File: src/rtl/core/subtractive_lagged_random_generator_assert.svh
// Assertion macros for the subtractive lagged random generator.
// Used by the top level; relies on clk and rst_n being in scope.
`ifndef SUBTRACTIVE_LAGGED_RANDOM_GENERATOR_ASSERT_SVH
`define SUBTRACTIVE_LAGGED_RANDOM_GENERATOR_ASSERT_SVH

// Condition implies consequence in the same cycle.
`define SLRG_ASSERT_SAME(lbl, ante, cons, msg) \
    lbl: assert property (@(posedge clk) disable iff (!rst_n) (ante) |-> (cons)) \
        else $error(msg);

// Condition implies consequence in the next cycle.
`define SLRG_ASSERT_NEXT(lbl, ante, cons, msg) \
    lbl: assert property (@(posedge clk) disable iff (!rst_n) (ante) |=> (cons)) \
        else $error(msg);

`endif

File: src/rtl/core/slrg_pkg.sv
// Package for the subtractive lagged random generator.
// Holds constants, controller types and the modular subtract; no dependencies.
`timescale 1ns / 1ps
`default_nettype none

package slrg_pkg;

    localparam int TABLE_LEN = 55;
    localparam int ADDR_W    = 6;
    localparam int VAL_W     = 30;
    localparam int SEED_W    = 31;

    localparam logic [VAL_W-1:0]  MODULUS   = 30'd1000000000;
    localparam logic [SEED_W-1:0] MODULUS_S = 31'd1000000000;
    localparam logic [SEED_W-1:0] SEED_BASE = 31'd161803398;

    localparam logic [ADDR_W-1:0] SLOT_LAST    = 6'd55;
    localparam logic [ADDR_W-1:0] FILL_STRIDE  = 6'd21;
    localparam logic [ADDR_W-1:0] FILL_STEPS   = 6'd54;
    localparam logic [ADDR_W-1:0] TRAIL_START  = 6'd31;
    localparam logic [ADDR_W-1:0] WARM_J_START = 6'd32;
    localparam logic [1:0]        WARM_PASS_LAST = 2'd3;

    typedef enum logic [2:0] {
        ST_IDLE,
        ST_SEED_INIT,
        ST_FILL,
        ST_WARM_RD,
        ST_WARM_WR,
        ST_DRAW_RD,
        ST_DRAW_WR
    } state_t;

    typedef struct packed {
        logic latch_seed;
        logic seed_init;
        logic fill;
        logic warm_rd;
        logic warm_wr;
        logic draw_rd;
        logic draw_wr;
    } cmd_t;

    typedef struct packed {
        logic fill_last;
        logic warm_last;
        logic seeded;
        logic out_free;
    } status_t;

    function automatic logic [VAL_W-1:0] sub_mod(input logic [VAL_W-1:0] a,
                                                 input logic [VAL_W-1:0] b);
        logic [VAL_W:0] d;
        d = {1'b0, a} - {1'b0, b};
        if (d[VAL_W])
        begin
            return d[VAL_W-1:0] + MODULUS;
        end
        return d[VAL_W-1:0];
    endfunction

endpackage

`default_nettype wire

File: src/rtl/core/slrg_ctrl.sv
// Controller state machine for the subtractive lagged random generator.
// Depends on slrg_pkg for the state, command and status types.
`timescale 1ns / 1ps
`default_nettype none

module slrg_ctrl (
    input  wire logic             clk,
    input  wire logic             rst_n,
    input  wire logic             in_valid,
    input  wire logic             kind,
    input  wire slrg_pkg::status_t status,
    output logic                  in_ready,
    output slrg_pkg::cmd_t        cmd
);

    slrg_pkg::state_t state_reg;
    slrg_pkg::state_t state_next;
    logic             need_seed;

    assign need_seed = kind || !status.seeded;

    always_ff @(posedge clk or negedge rst_n)
    begin
        if (!rst_n)
        begin
            state_reg <= slrg_pkg::ST_IDLE;
        end
        else
        begin
            state_reg <= state_next;
        end
    end

    always_comb
    begin
        state_next = state_reg;
        case (state_reg)
            slrg_pkg::ST_IDLE:
            begin
                if (in_valid)
                begin
                    state_next = need_seed ? slrg_pkg::ST_SEED_INIT : slrg_pkg::ST_DRAW_WR;
                end
            end
            slrg_pkg::ST_SEED_INIT:
            begin
                state_next = slrg_pkg::ST_FILL;
            end
            slrg_pkg::ST_FILL:
            begin
                if (status.fill_last)
                begin
                    state_next = slrg_pkg::ST_WARM_RD;
                end
            end
            slrg_pkg::ST_WARM_RD:
            begin
                state_next = slrg_pkg::ST_WARM_WR;
            end
            slrg_pkg::ST_WARM_WR:
            begin
                state_next = status.warm_last ? slrg_pkg::ST_DRAW_RD : slrg_pkg::ST_WARM_RD;
            end
            slrg_pkg::ST_DRAW_RD:
            begin
                state_next = slrg_pkg::ST_DRAW_WR;
            end
            slrg_pkg::ST_DRAW_WR:
            begin
                if (status.out_free)
                begin
                    state_next = slrg_pkg::ST_IDLE;
                end
            end
            default:
            begin
                state_next = slrg_pkg::ST_IDLE;
            end
        endcase
    end

    always_comb
    begin
        in_ready = 1'b0;
        cmd      = '0;
        case (state_reg)
            slrg_pkg::ST_IDLE:
            begin
                in_ready       = 1'b1;
                cmd.latch_seed = in_valid;
                cmd.draw_rd    = in_valid && !need_seed;
            end
            slrg_pkg::ST_SEED_INIT:
            begin
                cmd.seed_init = 1'b1;
            end
            slrg_pkg::ST_FILL:
            begin
                cmd.fill = 1'b1;
            end
            slrg_pkg::ST_WARM_RD:
            begin
                cmd.warm_rd = 1'b1;
            end
            slrg_pkg::ST_WARM_WR:
            begin
                cmd.warm_wr = 1'b1;
            end
            slrg_pkg::ST_DRAW_RD:
            begin
                cmd.draw_rd = 1'b1;
            end
            slrg_pkg::ST_DRAW_WR:
            begin
                cmd.draw_wr = status.out_free;
            end
            default:
            begin
                cmd = '0;
            end
        endcase
    end

endmodule

`default_nettype wire

File: src/rtl/core/slrg_datapath.sv
// Datapath for the subtractive lagged random generator: lag table memory,
// seeding counters, pointers and output register. Depends on slrg_pkg.
`timescale 1ns / 1ps
`default_nettype none

module slrg_datapath (
    input  wire logic                          clk,
    input  wire logic                          rst_n,
    input  wire slrg_pkg::cmd_t                cmd,
    input  wire logic [slrg_pkg::SEED_W-1:0]   seed_magnitude,
    input  wire logic                          out_ready,
    output slrg_pkg::status_t                  status,
    output logic                               out_valid,
    output logic [slrg_pkg::VAL_W-1:0]         value
);

    logic [slrg_pkg::VAL_W-1:0]  mem [slrg_pkg::TABLE_LEN];

    logic [slrg_pkg::SEED_W-1:0] seed_diff_reg;
    logic [slrg_pkg::VAL_W-1:0]  cur_reg;
    logic [slrg_pkg::VAL_W-1:0]  prev_reg;
    logic [slrg_pkg::ADDR_W-1:0] fill_slot_reg;
    logic [slrg_pkg::ADDR_W-1:0] fill_cnt_reg;
    logic [slrg_pkg::ADDR_W-1:0] warm_i_reg;
    logic [slrg_pkg::ADDR_W-1:0] warm_j_reg;
    logic [1:0]                  pass_reg;
    logic [slrg_pkg::ADDR_W-1:0] lead_reg;
    logic [slrg_pkg::ADDR_W-1:0] trail_reg;
    logic                        seeded_reg;
    logic                        out_valid_reg;
    logic                        out_valid_next;
    logic [slrg_pkg::VAL_W-1:0]  value_reg;
    logic [slrg_pkg::VAL_W-1:0]  rd_a_reg;
    logic [slrg_pkg::VAL_W-1:0]  rd_b_reg;

    logic [slrg_pkg::SEED_W-1:0] seed_diff;
    logic [slrg_pkg::VAL_W-1:0]  seed_cur;
    logic [slrg_pkg::ADDR_W:0]   slot_sum;
    logic [slrg_pkg::ADDR_W-1:0] fill_slot_next;
    logic [slrg_pkg::ADDR_W-1:0] lead_inc;
    logic [slrg_pkg::ADDR_W-1:0] trail_inc;
    logic [slrg_pkg::VAL_W-1:0]  diff_rd;
    logic                        re;
    logic                        we;
    logic [slrg_pkg::ADDR_W-1:0] raddr_a;
    logic [slrg_pkg::ADDR_W-1:0] raddr_b;
    logic [slrg_pkg::ADDR_W-1:0] waddr;
    logic [slrg_pkg::VAL_W-1:0]  wdata;
    logic                        warm_i_last;

    // Every seed uses its absolute difference from the base constant.
    assign seed_diff = (seed_magnitude >= slrg_pkg::SEED_BASE)
                     ? seed_magnitude - slrg_pkg::SEED_BASE
                     : slrg_pkg::SEED_BASE - seed_magnitude;

    always_comb
    begin
        logic [slrg_pkg::SEED_W-1:0] reduced;
        reduced = (seed_diff_reg >= slrg_pkg::MODULUS_S)
                ? seed_diff_reg - slrg_pkg::MODULUS_S
                : seed_diff_reg;
        seed_cur = reduced[slrg_pkg::VAL_W-1:0];
    end

    assign slot_sum       = {1'b0, fill_slot_reg} + {1'b0, slrg_pkg::FILL_STRIDE};
    assign fill_slot_next = (slot_sum >= {1'b0, slrg_pkg::SLOT_LAST})
                          ? slrg_pkg::ADDR_W'(slot_sum - {1'b0, slrg_pkg::SLOT_LAST})
                          : slot_sum[slrg_pkg::ADDR_W-1:0];

    assign lead_inc  = (lead_reg >= slrg_pkg::SLOT_LAST) ? 6'd1 : lead_reg + 6'd1;
    assign trail_inc = (trail_reg >= slrg_pkg::SLOT_LAST) ? 6'd1 : trail_reg + 6'd1;

    assign diff_rd     = slrg_pkg::sub_mod(rd_a_reg, rd_b_reg);
    assign warm_i_last = (warm_i_reg == slrg_pkg::SLOT_LAST);

    // Table addresses are slot numbers minus one.
    always_comb
    begin
        re      = cmd.warm_rd || cmd.draw_rd;
        raddr_a = cmd.warm_rd ? warm_i_reg - 6'd1 : lead_inc - 6'd1;
        raddr_b = cmd.warm_rd ? warm_j_reg - 6'd1 : trail_inc - 6'd1;
        we      = cmd.seed_init || cmd.fill || cmd.warm_wr || cmd.draw_wr;
        waddr   = lead_reg - 6'd1;
        wdata   = diff_rd;
        if (cmd.seed_init)
        begin
            waddr = slrg_pkg::SLOT_LAST - 6'd1;
            wdata = seed_cur;
        end
        else if (cmd.fill)
        begin
            waddr = fill_slot_reg - 6'd1;
            wdata = prev_reg;
        end
        else if (cmd.warm_wr)
        begin
            waddr = warm_i_reg - 6'd1;
        end
    end

    always_ff @(posedge clk)
    begin
        if (we)
        begin
            mem[waddr] <= wdata;
        end
        if (re)
        begin
            rd_a_reg <= mem[raddr_a];
            rd_b_reg <= mem[raddr_b];
        end
    end

    always_ff @(posedge clk)
    begin
        if (cmd.latch_seed)
        begin
            seed_diff_reg <= seed_diff;
        end
        if (cmd.seed_init)
        begin
            cur_reg  <= seed_cur;
            prev_reg <= 30'd1;
        end
        else if (cmd.fill)
        begin
            cur_reg  <= prev_reg;
            prev_reg <= slrg_pkg::sub_mod(cur_reg, prev_reg);
        end
        if (cmd.draw_wr)
        begin
            value_reg <= diff_rd;
        end
    end

    always_ff @(posedge clk or negedge rst_n)
    begin
        if (!rst_n)
        begin
            fill_slot_reg <= '0;
            fill_cnt_reg  <= '0;
            warm_i_reg    <= '0;
            warm_j_reg    <= '0;
            pass_reg      <= '0;
            lead_reg      <= '0;
            trail_reg     <= slrg_pkg::TRAIL_START;
            seeded_reg    <= 1'b0;
        end
        else
        begin
            if (cmd.seed_init)
            begin
                fill_slot_reg <= slrg_pkg::FILL_STRIDE;
                fill_cnt_reg  <= 6'd1;
                warm_i_reg    <= 6'd1;
                warm_j_reg    <= slrg_pkg::WARM_J_START;
                pass_reg      <= '0;
            end
            if (cmd.fill)
            begin
                fill_slot_reg <= fill_slot_next;
                fill_cnt_reg  <= fill_cnt_reg + 6'd1;
            end
            if (cmd.warm_wr)
            begin
                warm_i_reg <= warm_i_last ? 6'd1 : warm_i_reg + 6'd1;
                warm_j_reg <= (warm_j_reg == slrg_pkg::SLOT_LAST) ? 6'd1 : warm_j_reg + 6'd1;
                if (warm_i_last)
                begin
                    pass_reg <= pass_reg + 2'd1;
                end
                if (status.warm_last)
                begin
                    lead_reg   <= '0;
                    trail_reg  <= slrg_pkg::TRAIL_START;
                    seeded_reg <= 1'b1;
                end
            end
            if (cmd.draw_rd)
            begin
                lead_reg  <= lead_inc;
                trail_reg <= trail_inc;
            end
        end
    end

    always_comb
    begin
        out_valid_next = out_valid_reg;
        if (cmd.draw_wr)
        begin
            out_valid_next = 1'b1;
        end
        else if (out_ready)
        begin
            out_valid_next = 1'b0;
        end
    end

    always_ff @(posedge clk or negedge rst_n)
    begin
        if (!rst_n)
        begin
            out_valid_reg <= 1'b0;
        end
        else
        begin
            out_valid_reg <= out_valid_next;
        end
    end

    assign status.fill_last = (fill_cnt_reg == slrg_pkg::FILL_STEPS);
    assign status.warm_last = warm_i_last && (pass_reg == slrg_pkg::WARM_PASS_LAST);
    assign status.seeded    = seeded_reg;
    assign status.out_free  = !out_valid_reg || out_ready;

    assign out_valid = out_valid_reg;
    assign value     = value_reg;

endmodule

`default_nettype wire

File: src/rtl/core/subtractive_lagged_random_generator.sv
// Top level of the subtractive lagged random generator (55-word lag table).
// Instantiates slrg_ctrl and slrg_datapath; uses slrg_pkg and the assert header.
//
//   Channel  Handshake             Payload
//   in       in_valid / in_ready   kind, seed_magnitude
//   out      out_valid / out_ready value
//
// A draw reads both lag entries from the two-read, one-write table memory in the
// transfer cycle; its write state subtracts and writes back before a new item is taken.
// A reseed (or the first item after reset) covers the transfer cycle, 1 seed setup,
// 54 fill steps, 4 x 55 warm-up subtractions, each a read then a write state, and a draw.
// Reset clears the pointers to 0 and 31 and marks the table as unseeded.
// A stalled output holds a draw in its write cycle while one value waits in the output.
`timescale 1ns / 1ps
`default_nettype none

`include "subtractive_lagged_random_generator_assert.svh"

module subtractive_lagged_random_generator (
    input  wire logic                        clk,
    input  wire logic                        rst_n,
    input  wire logic                        in_valid,
    output logic                             in_ready,
    input  wire logic                        kind,
    input  wire logic [slrg_pkg::SEED_W-1:0] seed_magnitude,
    output logic                             out_valid,
    input  wire logic                        out_ready,
    output logic [slrg_pkg::VAL_W-1:0]       value
);

    slrg_pkg::cmd_t    cmd;
    slrg_pkg::status_t status;

    slrg_ctrl u_ctrl (
        .clk      (clk),
        .rst_n    (rst_n),
        .in_valid (in_valid),
        .kind     (kind),
        .status   (status),
        .in_ready (in_ready),
        .cmd      (cmd)
    );

    slrg_datapath u_datapath (
        .clk            (clk),
        .rst_n          (rst_n),
        .cmd            (cmd),
        .seed_magnitude (seed_magnitude),
        .out_ready      (out_ready),
        .status         (status),
        .out_valid      (out_valid),
        .value          (value)
    );

    `SLRG_ASSERT_SAME(a_value_range, out_valid, value < slrg_pkg::MODULUS, "value out of range")
    `SLRG_ASSERT_NEXT(a_one_item, in_valid && in_ready, !in_ready, "second item taken during work")
    `SLRG_ASSERT_SAME(a_out_from_draw, $rose(out_valid), $past(cmd.draw_wr), "result without draw")

endmodule

`default_nettype wire

File: config.mk
export PLATFORM = sky130hd
export DESIGN_NAME = subtractive_lagged_random_generator
export DESIGN_NICKNAME = d
export VERILOG_FILES = /design/src/rtl/core/slrg_pkg.sv /design/src/rtl/core/slrg_ctrl.sv /design/src/rtl/core/slrg_datapath.sv /design/src/rtl/core/subtractive_lagged_random_generator.sv
export VERILOG_INCLUDE_DIRS = /design/src /design/src/rtl/core
export SDC_FILE = /design/constraint.sdc
export NUM_CORES = 2
export LEC_CHECK = 0
export ABC_AREA = 1
export BUFFER_PORTS_ARGS = -buffer_cell sky130_fd_sc_hd__buf_2
export CAP_MARGIN = 5
export CORE_MARGIN = 10
export CORE_UTILIZATION = 50
export CTS_BUF_LIST = sky130_fd_sc_hd__clkbuf_8
export DETAILED_ROUTE_END_ITERATION = 8
export PLACE_DENSITY_LB_ADDON = 0.2
export SETUP_SLACK_MARGIN = 0.02
export SLEW_MARGIN = 20
export SYNTH_ARGS = -nofsm -noshare
export SYNTH_HDL_FRONTEND = slang
export SYNTH_HIERARCHICAL = 1
export SYNTH_SLANG_ARGS = --single-unit
File: constraint.sdc
create_clock -name clk -period 4.7 [get_ports clk]
set_input_delay 0.705 -clock clk [delete_from_list [all_inputs] [get_ports clk]]
set_output_delay 0.705 -clock clk [all_outputs]
set_load 0.01 [all_outputs]
==> metrics <==
leading post-synthesis cells by cell area edfxtp_1 55%, o21ai_0 7.1%, o211ai_1 5.1%; final period utilization 97.4%; Setup violations, final 0; core area 195000 um2; RD Place Congestion 0.952; CP startpoint kind register; unrepaired setup endpoints after global routing false; # fillers 16800; vias in the first global route 81400; Hold Vio Cnt, Final 0; Synth-to-Final Area Change 10.9%; max-slew violations 0; Syn Inst Count 10500; Clk pin slew, worst setup/hold paths 60 ps; CP required 5420 ps; initial antenna violation count 14; DP Area 103000 um2; Yosys cell types 66; H-tree depth 5; die width 462 um; Starting Density 50.3%; IO buf count 67; DPL Wire Length 216000 um; CTS root buf clkbuf_8; Die H 462 um; Post-DRT Antenna Nets 0; Via Count 85400; Arrival @ worst endpoint 5300 ps; EDFF count, synth 1801; status finished clean; Slowest cell on crit path o21ai_0; Slew headroom 21.0%; endpoint class of the critical path register; syn_nets 10600; cell area after synthesis 97900 um2; Avg Cell Area, Syn 9.35 um2; detailed-route DRC error count 0; Final Cell Area 109000 um2; number of max-cap violations 0; WS Path Type register to register; top cells by count, synth 1801 x edfxtp_1, 1390 x o21ai_0, 1250 x nand2_1; crit-path max cell delay 760 ps; Detailed Route Iter0 Violations 12800; post-synthesis sequential area ratio 57.0%; Post-synth ARST share 2.29%; drt total wl 351000 um; area leader, netlist edfxtp_1; wire length per cell 26.3 um; worst skew pair latency 1100 ps; pin count of the biggest net entering global routing 181; Worst-Margin Slew 1180 ps; CTS tree done; Tmin final 4580 ps; total gr overflow 0; most common cell in the netlist edfxtp_1; Final Skew 85.9 ps; die area 214000 um2; CP Max Fanout 29; maximum clock rate 218 MHz; vias per cell 6.41; area share of the largest cell type after synthesis 55.2%; global-route wire length before repair 514000 um; share of layout cells above drive strength 1 8.86%; CP cell instances inv_6, nand2_1, nor2_2, inv_1, nor2_2, buf_4, inv_1, o21ai_0, inv_1, nor2_1, buf_4, nand2_1, nor2_4, buf_4; IO Pins 68; drt pass-1 iters 8; yosys warns 6; Row Count 162; Sink Count 1874; Nets 10600; Max clock buf depth 4; register bit total from synthesis 1874; dominant synthesized flop cell edfxtp_1; Inserted Clock Buffers 331; Hold WC Path Type primary input to register; Total GRT Usage 31.3%; max reg flops 1650
==> layout by cell type (no fill, tap or decap), types with 8 or more instances in the layout <==
cell,n
xnor2_1,14
xor2_1,65
nor3_1,46
clkinv_2,33
nand3b_1,12
clkbuf_8,338
o22ai_1,267
nand3_1,762
clkinvlp_4,11
nand4_1,40
inv_2,10
buf_4,256
o221ai_4,8
inv_1,964
nand2_2,15
o211ai_1,661
o21ai_1,326
buf_2,66
o21ai_4,11
a21oi_1,734
buf_12,93
a22oi_1,8
clkinv_1,84
nand2_1,1238
o21ai_0,1387
o221ai_1,60
o21bai_1,17
nor2_4,56
ha_1,79
dfxtp_1,30
dfrtp_1,38
edfxtp_1,1801
nor2_1,1046
nor4_1,8
a31oi_1,12
dlygate4sd3_1,10
==> worst max-delay path: cells and delay by family (launching register included) <==
kind / cells / cell delay [ps]
buf+inv: 7 / 1480
compound gates: 1 / 760
simple gates: 6 / 1440
flops: 1 / 520
==> routing by layer <==
metal	GRT usage, %	wire, um
met1	40.9	131000
met5	0	71
met3	9.03	46600
met4	14.4	17500
met2	48.1	155000
==> kinds of logic after synthesis <==
group	count (synthesis)	share of synthesized area, %
and+or+nand+nor	3254	13.8
xor gates and xnor gates	84	0.794
adders and majority gates	82	1.06
AOI/OAI and AO/OA	3523	20.5
buffers and inverters	1646	6.86
DFF	1874	57.0
muxes	2	0.0205
==> per-stage QoR <==
| step | hold WS (ps) | util, % | setup slack, ps | instances | TNS [ps] |
|---|---|---|---|---|---|
| 2_1_floorplan | 409 | - | -377 | 10500 | -53740 |
| 3_3_place_gp | 456 | 52.7 | 286 | 12700 | 0 |
| 3_5_place_dp | 462 | 52.7 | 316 | 12700 | 0 |
| 4_1_cts | 2.85 | 55.7 | 233 | 13300 | 0 |
| 5_1_grt | 44.6 | 55.7 | 65.7 | 13300 | 0 |
| 6_report | 84.3 | 55.7 | 120 | 13300 | 0 |
==> area by class of cell <==
class                           count  area, um2  area share (%)
Sequential cell                  1874      55800            51.4
Inverter                          893       3410            3.14
Tap cell                         2624       3280            3.02
Timing Repair Buffer              425       4210            3.88
Multi-Input combinational cell   6945      36200            33.3
Antenna cell                        2       5.00         0.00461
Clock inverter                    222       1020           0.944
Clock buffer                      338       4650            4.29
==> path summary, 6_finish.rpt <==
| kind | from | end | slack (ps) | cells after the start |
|---|---|---|---|---|
| min | kind | u_ctrl/state_reg[0] | 80 | 5 |
| max in group asynchronous | rst_n | u_datapath/warm_j_reg[2] | 4090 | 2 |
| min reg2reg | u_datapath/seeded_reg | u_datapath/seeded_reg | 470 | 1 |
| max reg2reg | u_ctrl/state_reg[2] | u_datapath/mem[5][0] | 120 | 14 |
| max | u_ctrl/state_reg[2] | u_datapath/mem[5][0] | 120 | 14 |
| min in group asynchronous | rst_n | u_datapath/lead_reg[2] | 210 | 2 |
==> what timing repair did <==
item	CTS	global route
setup endpoints to repair	0	15
setup buffers	0	3
gates resized for setup	0	1
endpoints found under the hold margin	47	0
hold buffers	10	0
Power is left out: the tool's default activity adds up to more than one toggle a clock period on the data nets, which glitch-free logic cannot reach.
